File: config.mk
export PLATFORM = sky130hd
export DESIGN_NAME = glyph_bitmap_pixel_expander
export DESIGN_NICKNAME = d
export VERILOG_FILES = /design/src/gbpe_pkg.sv /design/src/gbpe_front.sv /design/src/gbpe_back.sv /design/src/glyph_bitmap_pixel_expander.sv
export SDC_FILE = /design/constraint.sdc
export NUM_CORES = 1
export LEC_CHECK = 0
export ABC_CLOCK_PERIOD_IN_PS = 6600
export BUFFER_PORTS_ARGS = -buffer_cell sky130_fd_sc_hd__buf_2
export CORE_ASPECT_RATIO = 0.7
export CORE_UTILIZATION = 34
export DETAILED_ROUTE_END_ITERATION = 8
export PLACE_DENSITY = 0.55
export SLEW_MARGIN = 20
export SYNTH_ARGS = -nofsm -noshare
export SYNTH_HDL_FRONTEND = slang
export SYNTH_HIERARCHICAL = 1
export SYNTH_SLANG_ARGS = --single-unit
File: constraint.sdc
create_clock -name clk_i -period 6.6 [get_ports clk_i]
set_input_delay 0.33 -clock clk_i [delete_from_list [all_inputs] [get_ports clk_i]]
set_output_delay 0.33 -clock clk_i [all_outputs]
set_load 0.01 [all_outputs]
File: src/gbpe_pkg.sv
// ============================================================================
// gbpe_pkg: shared types for the glyph bitmap pixel expander
// Item layouts on both channels, the command codes and the layout of the
// classified entries held in the queue between front and back.
// ============================================================================
package gbpe_pkg;

  // Command codes carried in the cmd field of an input item.
  localparam logic CmdHeader = 1'b0;
  localparam logic CmdData   = 1'b1;

  // Number of classified items held between front and back.
  localparam int unsigned QueueDepth = 2;

  typedef struct packed {
    logic               cmd;
    logic signed [15:0] origin_x;
    logic signed [15:0] origin_y;
    logic        [7:0]  glyph_width;
    logic        [7:0]  glyph_height;
    logic        [15:0] ink_color;
    logic        [7:0]  data_byte;
  } in_item_t;

  typedef struct packed {
    logic signed [15:0] pixel_x;
    logic signed [15:0] pixel_y;
    logic        [15:0] pixel_color;
    logic               last;
  } out_item_t;

  typedef enum logic {
    KindHeader,
    KindData
  } kind_e;

  // One classified item as it waits in the queue.
  typedef struct packed {
    kind_e       kind;
    logic [15:0] origin_x;
    logic [15:0] origin_y;
    logic [7:0]  glyph_width;
    logic [7:0]  glyph_height;
    logic [15:0] ink_color;
    logic [7:0]  data_byte;
  } entry_t;

  // Head of the queue as the back sees it.
  typedef struct packed {
    logic   valid;
    entry_t entry;
  } head_t;

endpackage

File: src/gbpe_front.sv
// ============================================================================
// gbpe_front: input acceptance, classification and item queue
// Accepts items, sorts them into header or data entries, masks the ink
// color and holds them in a short queue until the back takes them.
// ============================================================================
module gbpe_front #(
  parameter int unsigned COLOR_BITS = 16
) (
  input  logic                clk_i,
  input  logic                rst_ni,
  input  logic                in_valid_i,
  output logic                in_stall_o,
  input  gbpe_pkg::in_item_t  in_item_i,
  output gbpe_pkg::head_t     head_o,
  input  logic                pop_i
);
  import gbpe_pkg::*;

  localparam int unsigned PtrW = (QueueDepth > 1) ? $clog2(QueueDepth) : 1;
  localparam int unsigned CntW = $clog2(QueueDepth + 1);
  localparam logic [31:0] MaskWide =
    (COLOR_BITS >= 32) ? 32'hFFFF_FFFF : ((32'd1 << COLOR_BITS) - 32'd1);
  localparam logic [15:0] ColorMask = MaskWide[15:0];
  localparam logic [PtrW-1:0] LastPtr = PtrW'(QueueDepth - 1);
  localparam logic [CntW-1:0] FullCount = CntW'(QueueDepth);

  entry_t          mem_q [QueueDepth];
  logic [PtrW-1:0] wr_ptr_q, wr_ptr_d;
  logic [PtrW-1:0] rd_ptr_q, rd_ptr_d;
  logic [CntW-1:0] count_q, count_d;
  entry_t          new_entry;
  logic            push;
  logic            pop;

  assign in_stall_o = (count_q == FullCount);
  assign push       = in_valid_i && !in_stall_o;
  assign pop        = pop_i && (count_q != '0);

  always_comb begin
    new_entry.kind         = (in_item_i.cmd == CmdHeader) ? KindHeader : KindData;
    new_entry.origin_x     = in_item_i.origin_x;
    new_entry.origin_y     = in_item_i.origin_y;
    new_entry.glyph_width  = in_item_i.glyph_width;
    new_entry.glyph_height = in_item_i.glyph_height;
    new_entry.ink_color    = in_item_i.ink_color & ColorMask;
    new_entry.data_byte    = in_item_i.data_byte;
  end

  always_comb begin
    wr_ptr_d = wr_ptr_q;
    rd_ptr_d = rd_ptr_q;
    count_d  = count_q;
    if (push) begin
      wr_ptr_d = (wr_ptr_q == LastPtr) ? '0 : wr_ptr_q + PtrW'(1);
    end
    if (pop) begin
      rd_ptr_d = (rd_ptr_q == LastPtr) ? '0 : rd_ptr_q + PtrW'(1);
    end
    if (push && !pop) begin
      count_d = count_q + CntW'(1);
    end else if (pop && !push) begin
      count_d = count_q - CntW'(1);
    end
  end

  always_ff @(posedge clk_i or negedge rst_ni) begin
    if (!rst_ni) begin
      wr_ptr_q <= '0;
      rd_ptr_q <= '0;
      count_q  <= '0;
    end else begin
      wr_ptr_q <= wr_ptr_d;
      rd_ptr_q <= rd_ptr_d;
      count_q  <= count_d;
    end
  end

  always_ff @(posedge clk_i) begin
    if (push) begin
      mem_q[wr_ptr_q] <= new_entry;
    end
  end

  assign head_o.valid = (count_q != '0);
  assign head_o.entry = mem_q[rd_ptr_q];

endmodule

File: src/gbpe_back.sv
// ============================================================================
// gbpe_back: glyph state and bit walker
// Applies headers to the glyph state and walks each data byte one bit a cycle
// unless a stalled sink holds it, one registered pixel per set bit in area.
// ============================================================================
module gbpe_back (
  input  logic                clk_i,
  input  logic                rst_ni,
  input  gbpe_pkg::head_t     head_i,
  output logic                pop_o,
  output logic                out_valid_o,
  input  logic                out_stall_i,
  output gbpe_pkg::out_item_t out_item_o
);
  import gbpe_pkg::*;

  logic [15:0] base_x_q, base_x_d;
  logic [15:0] base_y_q, base_y_d;
  logic [7:0]  width_q, width_d;
  logic [15:0] color_q, color_d;
  logic [7:0]  col_q, col_d;
  logic [7:0]  row_q, row_d;
  // Glyph positions not yet consumed; zero once the glyph area is used up.
  logic [15:0] rem_q, rem_d;
  logic [2:0]  bit_q, bit_d;
  logic        out_valid_q;
  out_item_t   out_item_q;

  logic        is_data;
  logic        in_area;
  logic        cur_bit;
  logic        later_set;
  logic        emit;
  logic        out_ready;
  logic        step;
  out_item_t   pixel;

  assign is_data   = (head_i.entry.kind == KindData);
  assign in_area   = (rem_q != '0);
  assign cur_bit   = head_i.entry.data_byte[3'd7 - bit_q];
  assign emit      = head_i.valid && is_data && in_area && cur_bit;
  assign out_ready = !out_valid_q || !out_stall_i;
  assign step      = head_i.valid && (!emit || out_ready);
  assign pop_o     = step && (!is_data || (bit_q == 3'd7));

  // A later bit of this byte still produces a pixel when it is set and
  // its position falls before the end of the glyph area.
  always_comb begin
    logic [3:0] pos;
    later_set = 1'b0;
    for (int k = 1; k < 8; k++) begin
      pos = {1'b0, bit_q} + 4'(k);
      if ((pos <= 4'd7) && (16'(k) < rem_q) &&
          head_i.entry.data_byte[3'(4'd7 - pos)]) begin
        later_set = 1'b1;
      end
    end
  end

  always_comb begin
    pixel.pixel_x     = base_x_q + {8'd0, col_q};
    pixel.pixel_y     = base_y_q + {8'd0, row_q};
    pixel.pixel_color = color_q;
    pixel.last        = !later_set;
  end

  always_comb begin
    base_x_d = base_x_q;
    base_y_d = base_y_q;
    width_d  = width_q;
    color_d  = color_q;
    col_d    = col_q;
    row_d    = row_q;
    rem_d    = rem_q;
    bit_d    = bit_q;
    if (step) begin
      if (!is_data) begin
        base_x_d = head_i.entry.origin_x;
        base_y_d = head_i.entry.origin_y;
        width_d  = head_i.entry.glyph_width;
        color_d  = head_i.entry.ink_color;
        col_d    = '0;
        row_d    = '0;
        rem_d    = 16'(head_i.entry.glyph_width) * 16'(head_i.entry.glyph_height);
        bit_d    = '0;
      end else begin
        bit_d = bit_q + 3'd1;
        if (in_area) begin
          rem_d = rem_q - 16'd1;
          if (({1'b0, col_q} + 9'd1) >= {1'b0, width_q}) begin
            col_d = '0;
            row_d = row_q + 8'd1;
          end else begin
            col_d = col_q + 8'd1;
          end
        end
      end
    end
  end

  always_ff @(posedge clk_i or negedge rst_ni) begin
    if (!rst_ni) begin
      base_x_q    <= '0;
      base_y_q    <= '0;
      width_q     <= '0;
      color_q     <= '0;
      col_q       <= '0;
      row_q       <= '0;
      rem_q       <= '0;
      bit_q       <= '0;
      out_valid_q <= 1'b0;
    end else begin
      base_x_q <= base_x_d;
      base_y_q <= base_y_d;
      width_q  <= width_d;
      color_q  <= color_d;
      col_q    <= col_d;
      row_q    <= row_d;
      rem_q    <= rem_d;
      bit_q    <= bit_d;
      if (out_ready) begin
        out_valid_q <= emit && step;
      end
    end
  end

  always_ff @(posedge clk_i) begin
    if (emit && step) begin
      out_item_q <= pixel;
    end
  end

  assign out_valid_o = out_valid_q;
  assign out_item_o  = out_item_q;

  // A data entry leaves the queue only after its eighth bit.
  assert property (@(posedge clk_i) disable iff (!rst_ni)
    (pop_o && is_data) |-> (bit_q == 3'd7))
    else $error("data entry popped before its last bit");

  // A header restarts the counters.
  assert property (@(posedge clk_i) disable iff (!rst_ni)
    (step && !is_data) |=> (col_q == '0) && (row_q == '0) && (bit_q == '0))
    else $error("header did not restart the counters");

  // The column counter stays inside the glyph width.
  assert property (@(posedge clk_i) disable iff (!rst_ni)
    (width_q != '0) |-> (col_q < width_q))
    else $error("column counter ran past the glyph width");

  // A pending pixel is never overwritten while the sink stalls.
  assert property (@(posedge clk_i) disable iff (!rst_ni)
    (out_valid_q && out_stall_i) |-> !(emit && step))
    else $error("pixel overwritten while stalled");

endmodule

File: src/glyph_bitmap_pixel_expander.sv
// ============================================================================
// glyph_bitmap_pixel_expander: 1 bit per pixel glyph blitter, MSB first
// Turns a glyph header and a stream of packed bitmap bytes into pixel
// writes at origin plus column and row, in the held ink color.
// ============================================================================
//
//   Channel | Direction | Handshake               | Item
//   --------+-----------+-------------------------+---------------------------
//   in      | sink      | in_valid_i / in_stall_o | header or bitmap data byte
//   out     | source    | out_valid_o/out_stall_i | one pixel write, last flag
//
// The back applies a header item at once and walks a data byte one glyph
// bit at a time, in the bit walker in gbpe_back.
// Results come from an output register: a byte accepted into an empty queue
// is written into the queue first, and its first pixel then into that register.
// Reset clears the glyph state to zero and empties the queue; data that
// arrives before any header draws nothing.
// A stalled sink holds the walker only on cycles that would write a pixel;
// the queue keeps accepting items until it is full.
//
module glyph_bitmap_pixel_expander #(
  // Significant bits of the ink color; higher bits are written as zero.
  parameter int unsigned COLOR_BITS = 16
) (
  input  logic                clk_i,
  input  logic                rst_ni,
  input  logic                in_valid_i,
  output logic                in_stall_o,
  input  gbpe_pkg::in_item_t  in_item_i,
  output logic                out_valid_o,
  input  logic                out_stall_i,
  output gbpe_pkg::out_item_t out_item_o
);
  import gbpe_pkg::*;

  // Head of the item queue and the back's request to drop it.
  head_t head;
  logic  pop;

  // The front classifies each item and queues it, so new items keep
  // arriving while the back is still walking an earlier byte.
  gbpe_front #(
    .COLOR_BITS (COLOR_BITS)
  ) u_front (
    .clk_i      (clk_i),
    .rst_ni     (rst_ni),
    .in_valid_i (in_valid_i),
    .in_stall_o (in_stall_o),
    .in_item_i  (in_item_i),
    .head_o     (head),
    .pop_i      (pop)
  );

  // The back owns the glyph state and produces the pixel writes.
  gbpe_back u_back (
    .clk_i       (clk_i),
    .rst_ni      (rst_ni),
    .head_i      (head),
    .pop_o       (pop),
    .out_valid_o (out_valid_o),
    .out_stall_i (out_stall_i),
    .out_item_o  (out_item_o)
  );

endmodule

==> results of run 1 <==
-- layer usage --
| metal | vias up | GRT usage |
|---|---|---|
| met5 | - | 0 |
| met4 | 0 | 0.0285 |
| met3 | 29 | 0.0279 |
| met2 | 206 | 0.239 |
| met1 | 4873 | 0.214 |
| li1 | 4813 | - |
-- cells in the mapped netlist (all sizes together) (5+ instances only) --
master  number
inv         77
o32ai        5
mux4         8
a221o        6
nand2b      11
a211oi      11
fa          38
o21ai       50
xnor2       28
clkbuf      24
edfxtp     195
a21o         9
nand4        7
mux2i        9
o21a         7
nor2b       10
or2          5
nand2      212
nand3       29
dfrtp       96
a21oi       21
or3          8
and3        12
mux2        79
nor2        43
buf         17
and2        51
nor4         8
nor3        16
xor2        17
o31ai        7
ha          76
a31oi        6
-- what timing repair did --
action,CTS,global route
endpoints found under the hold margin,184,0
gates resized for setup,0,0
hold buffers,75,0
-- sequential cells by signal, indices dropped and copies added (netlist names), 3 cells and up --
name               flops
u_front/mem_q        146
u_back/out_item_o     49
u_back/base_x_q       16
u_back/base_y_q       16
u_back/color_q        16
u_back/rem_q          16
u_back/col_q           8
u_back/row_q           8
u_back/width_q         8
u_back/bit_q           3
-- area by class of cell --
cell class | instances | area, um2 | area share
multi-input cells | 832 | 6570 | 0.357
flip-flops and latches | 291 | 8260 | 0.449
clock inverters | 16 | 208 | 0.0113
inverters | 78 | 293 | 0.0159
repair buffers | 212 | 1460 | 0.0796
clock buffers | 42 | 847 | 0.0461
well taps | 594 | 743 | 0.0404
-- per-stage QoR --
step | hold WS [ns] | cell area [um2]
floorplan | 0.0344 | 15300
global placement | 0.345 | 16600
detailed placement | 0.347 | 16600
CTS | 0.122 | 18400
global route | 0.165 | 18400
finish | 0.141 | 18400
-- path summary, 6_finish.rpt --
path,end,slack (ns),depth (start not counted)
worst min register to register,u_back/out_item_o[11],0.44,0
worst max register to register,u_back/rem_q[12],1.28,15
worst min-delay path,u_front/wr_ptr_q,0.14,3
min in group asynchronous,u_back/color_q[9],0.28,2
max in group asynchronous,u_front/rd_ptr_q,4.98,3
worst max-delay path,u_back/rem_q[12],1.28,15
-- worst max-delay path: stages, from the launching register on --
cell	delay (ns)
dfrtp_4	0.90
mux2_4	0.40
and2_1	0.19
fa_1	0.52
fa_1	0.53
fa_1	0.56
inv_1	0.06
fa_1	0.52
inv_1	0.04
ha_1	0.34
o21a_1	0.13
o21a_1	0.17
o22ai_1	0.29
o21bai_1	0.15
xnor2_1	0.14
a221oi_1	0.27
-- cells in the final DEF, fill, tap and decap left out, drive strengths merged, types with 8 or more instances in the layout --
cell type	synthesis	layout
dfrtp	96	96
xnor2	28	28
mux2i	9	9
ha	76	76
nand3	29	29
nand2b	11	11
inv	77	78
mux4	8	8
xor2	17	17
nor2	43	43
o21ai	50	50
and2	51	51
or3	8	8
nand2	212	212
fa	38	38
edfxtp	195	195
and3	12	12
a21oi	21	21
mux2	79	79
clkinv	1	10
a211oi	11	11
nor4	8	8
dlygate4sd3	0	75
clkbuf	24	42
nor3	16	16
buf	17	137
nor2b	10	10
a21o	9	9
-- cell families after synthesis --
kind of cell	after synthesis	share of synthesized area
and+or+nand+nor	422	0.131
buffers and inverters	119	0.0348
muxes	96	0.0903
xor gates and xnor gates	45	0.0257
AOI/OAI and AO/OA	155	0.0683
DFF	291	0.539
adders and majority gates	114	0.112
==> key figures, run 1 <==
Min path
  – Hold path start: in_valid_i
  – Hold crit path type: in -> reg

Logic synthesis
  – Synthesized flop and latch total: 291
  – Ranking of synthesized cells by area: edfxtp_1, dfrtp_1, ha_1
  – EDFF count, synth: 195
  – Sequential-to-total area share from yosys stat: 0.539
  – Syn avg cell area: 12.3 um2
  – Cell variety after synth: 70
  – Syn_nets: 1433
  – Main flop type after synthesis: edfxtp_1
  – Cell accounting for the most synthesized area: edfxtp_1
  – Top-area cell type share of the netlist area: 0.382
  – Synthesis Warnings: 6
  – Gate Count Post-Synth: 1242
  – Ys async rst share: 0.330
  – Mapped Area: 15300 um2

Clocking
  – CTS tree: yes
  – Post-CTS setup buffers: 0
  – Root Driver: clkbuf_16
  – H-tree levels: 1
  – CTS Sinks: 291
  – TritonCTS Buffers: 31
  – CTS max path bufs: 3
  – CTS clk-pin slew, worst paths: 0.06 ns
  – Clk_lat worst skew: 0.58 ns

Global route
  – Initial antenna violation count: 0
  – Largest net degree at the start of global routing: 73
  – First-pass GRT wire length: 55400 um
  – Global-route usage over all layers: 0.150
  – Total grt overflow: 0
  – Vias in the first global route: 10200

STA
  – Part of the cycle the worst path needs: 0.806
  – Setup violators final: 0
  – Post-route setup slack: 1.28 ns
  – Worst slew margin relative to its limit: 0.341
  – Final setup TNS: 0 ns
  – Clock Skews: 0.0161 ns
  – Minimum clock period: 5.32 ns
  – Fin. Hold Viols: 0
  – Worst-margin pin slew: 0.989 ns
  – RSZ-0062 raised after global routing: false
  – Fmax: 188 MHz
  – Max-slew violation count: 0

Placed design
  – Pre-CTS setup slack: 1.28 ns
  – Final RePlAce weighted congestion: 0.828
  – Placed cell count: 1932
  – Post-DP HPWL: 23200 um
  – # port buffers: 127

Routing
  – Residual antenna-violating net count after detailed routing: 0
  – Via density per instance: 4.80
  – Detailed Route Iter0 Violations: 565
  – DRT Pass-1 Iters: 5
  – M1 wire length: 16900 um
  – WL met3: 1540 um
  – Via Count: 9921
  – Routed len/inst: 16.7 um
  – Drt total wl: 34500 um
  – DR DRC count: 0
  – WL met2: 15600 um
  – Top sig layer: met4

Floorplan
  – Die area: 46000 um2
  – Starting Density: 0.348
  – IO Count: 128
  – Num rows: 64
  – Die Y: 180 um
  – Placeable Area: 44000 um2
  – Die Wd: 256 um

Finish
  – Area growth, synth to finish: 19.9%
  – Nets: 1637
  – Fin util: 0.418
  – Share of layout cells above drive strength 1: 0.201
  – Fin cells: 2065
  – Fillers: 4193
  – Diodes inserted: 0

Critical path
  – WP data required: 7.08 ns
  – R2r startpoint: u_front/rd_ptr_q
  – Crit path from: u_front/rd_ptr_q
  – Critical path type: reg -> reg
  – Worst setup SP type: register
  – Data arrival time of the worst path: 5.80 ns
  – Largest fanout on the critical path: 34
  – Worst Setup End Kind: register

Run
  – # Max-Cap Violations: 0

Outcome
  – Status: finished clean
Power of run 1 is left out: the tool's default activity adds up to more than one toggle a clock period on the data nets, which glitch-free logic cannot reach.
==> inputs of run 2 (changes only) <==
ABC_CLOCK_PERIOD_IN_PS = 4400   (was 6600)
PLACE_DENSITY = 0.57   (was 0.55)
clock period = 4.4 ns   (was 6.6 ns; I/O delays follow)
==> run 2 against run 1 <==
  * The flow now finishes with violations (setup timing)
  * Clock skew shrank 0.0036 ns
  * Sequential share of layout area shrank 2.0 points
  * Register-to-register slack lost 1.5 ns
  * Non-clock buffer count grew 62
  * Via count grew 1.7%
  * Final cell count grew 3.0%
  * Sequential cell count is the same
  * Die area is the same
  * Clock-buffer cell count shrank 5
  * Setup slack lost 1.5 ns
  * First-iteration DRC count shrank 13%
  * Largest cell class unchanged
==> key figures, run 2 (synthesis gave the netlist of run 1 again) <==
Placed design
  – Pre-CTS setup slack: -0.269 ns (was 1.28 ns)
  – Placed cell count: 1989 (was 1932)
  – # port buffers: 127 (unchanged)
  – Post-DP HPWL: 24500 um (was 23200 um)
  – Final RePlAce weighted congestion: 0.841 (was 0.828)

Clocking
  – CTS max path bufs: 3 (unchanged)
  – H-tree levels: 1 (unchanged)
  – TritonCTS Buffers: 31 (unchanged)
  – Clk_lat worst skew: 0.58 ns (about the same)
  – CTS tree: yes (unchanged)
  – Root Driver: clkbuf_16 (unchanged)
  – CTS Sinks: 291 (unchanged)
  – CTS clk-pin slew, worst paths: 0.06 ns (about the same)

Min path
  – Hold crit path type: in -> reg (unchanged)
  – Hold path start: in_valid_i (unchanged)

STA
  – Final setup TNS: -1.25 ns (was 0 ns)
  – Fin. Hold Viols: 0 (unchanged)
  – Part of the cycle the worst path needs: 1.05 (was 0.806)
  – Worst slew margin relative to its limit: 0.376 (was 0.341)
  – Worst-margin pin slew: 0.937 ns (was 0.989 ns)
  – RSZ-0062 raised after global routing: true (was false)
  – Clock Skews: 0.0125 ns (was 0.0161 ns)
  – Hold_ws: 0.0220 ns (was 0.141 ns)
  – Max-slew violation count: 0 (unchanged)
  – Minimum clock period: 4.62 ns (was 5.32 ns)
  – Setup violators final: 7 (was 0)
  – Fmax: 216 MHz (was 188 MHz)
  – Post-route setup slack: -0.223 ns (was 1.28 ns)

Floorplan
  – Num rows: 64 (unchanged)
  – IO Count: 128 (unchanged)
  – Placeable Area: 44000 um2 (unchanged)
  – Starting Density: 0.348 (unchanged)
  – Die Y: 180 um (unchanged)
  – Die Wd: 256 um (unchanged)
  – Die area: 46000 um2 (unchanged)

Critical path
  – Critical path type: reg -> reg (unchanged)
  – Crit path from: u_front/rd_ptr_q (unchanged)
  – Critical R2R Capture: u_back/rem_q[15] (was u_back/rem_q[12])
  – Worst R2R Path Depth: 17 (was 15)
  – Worst setup SP type: register (unchanged)
  – R2r startpoint: u_front/rd_ptr_q (unchanged)
  – Worst Setup EP: u_back/rem_q[15] (was u_back/rem_q[12])
  – WP data required: 4.86 ns (was 7.08 ns)
  – Data arrival time of the worst path: 5.08 ns (was 5.80 ns)
  – Largest fanout on the critical path: 14 (was 34)
  – R2R Setup Slk: -0.22 ns (was 1.28 ns)
  – Worst Setup End Kind: register (unchanged)

Routing
  – DR DRC count: 0 (unchanged)
  – Routed len/inst: 16.6 um (was 16.7 um)
  – DRT Pass-1 Iters: 5 (unchanged)
  – Via Count: 10100 (was 9921)
  – Residual antenna-violating net count after detailed routing: 0 (unchanged)
  – Drt total wl: 35300 um (was 34500 um)
  – Via density per instance: 4.74 (was 4.80)
  – Detailed Route Iter0 Violations: 491 (was 565)

Global route
  – Initial antenna violation count: 0 (unchanged)
  – Global-route usage over all layers: 0.153 (was 0.150)
  – Largest net degree at the start of global routing: 57 (was 73)
  – Total grt overflow: 0 (unchanged)
  – First-pass GRT wire length: 56500 um (was 55400 um)
  – Vias in the first global route: 10300 (was 10200)

Finish
  – Nets: 1699 (was 1637)
  – Area taken by multi-input logic gates: 6770 um2 (was 6570 um2)
  – Top reg by flops: u_front/mem_q (unchanged)
  – Most common cell after layout, fill and taps aside: nand2_1 (unchanged)
  – Share of layout cells above drive strength 1: 0.261 (was 0.201)
  – Fillers: 4091 (was 4193)
  – Max FFs per register: 146 (unchanged)
  – Area growth, synth to finish: 25.4% (was 19.9%)
  – FF+latch area: 8260 um2 (unchanged)
  – Most frequent cells in the layout: nand2_1, edfxtp_1, buf_2, dfrtp_1, dlygate4sd3_1 (was nand2_1, edfxtp_1, buf_2, dfrtp_1, inv_1)
  – Diodes inserted: 0 (unchanged)
  – Fin cells: 2127 (was 2065)

Outcome
  – Status: finished, violations left (was finished clean)
  – Failing checks: setup timing

Run
  – # Max-Cap Violations: 0 (unchanged)
## run 2: worst max-delay path, stage by stage, from the launching register on
cell and delay (ns):
dfrtp_4 0.50, buf_12 0.17, mux2_4 0.35, and2_4 0.17, fa_1 0.55, fa_1 0.46, fa_1 0.52, inv_1 0.06
fa_1 0.50, inv_2 0.05, ha_4 0.23, buf_4 0.13, o21ai_1 0.14, nand2_1 0.08, o221ai_2 0.08, o21ai_1 0.12
mux2i_1 0.13, a221o_1 0.27
## run 2: area by class of cell
class / instances / share of cell area
Sequential cell: 291 / 0.430
Multi-Input combinational cell: 832 / 0.352
Timing Repair Buffer: 274 / 0.104
Clock buffer: 37 / 0.0431
Tap cell: 594 / 0.0386
Clock inverter: 21 / 0.0173
Inverter: 78 / 0.0152
## run 2: per-stage QoR
stage	instance area, um2	util
after CTS	19100	0.434
final	19200	0.437
after global routing	19200	0.437
after detailed placement	17100	0.389
after global placement	17100	0.389
after floorplan	15400	-
## run 2: layer usage
layer	global-route usage	wire length (um)
met1	0.221	17500
met4	0.0292	497
met5	0	0
met2	0.243	16100
met3	0.0223	1110
## run 2: worst min-delay path by stage
stage,endpoint,cells past startpoint
floorplan,u_back/base_x_q[0],0
global placement,u_back/color_q[9],1
detailed placement,u_back/color_q[11],1
CTS,u_front/wr_ptr_q,3
global route,u_front/wr_ptr_q,3
finish,u_front/wr_ptr_q,3
## run 2: repair_timing
| item | 4_1_cts | 5_1_grt |
|---|---|---|
| hold endpoints to repair | 195 | 0 |
| hold buffers | 75 | 0 |
| setup endpoints to repair | 8 | 9 |
| gates resized for setup | 8 | 22 |
| setup buffers | 5 | 0 |
| pin swaps | 1 | 5 |
Power of run 2 is left out for the same reason.
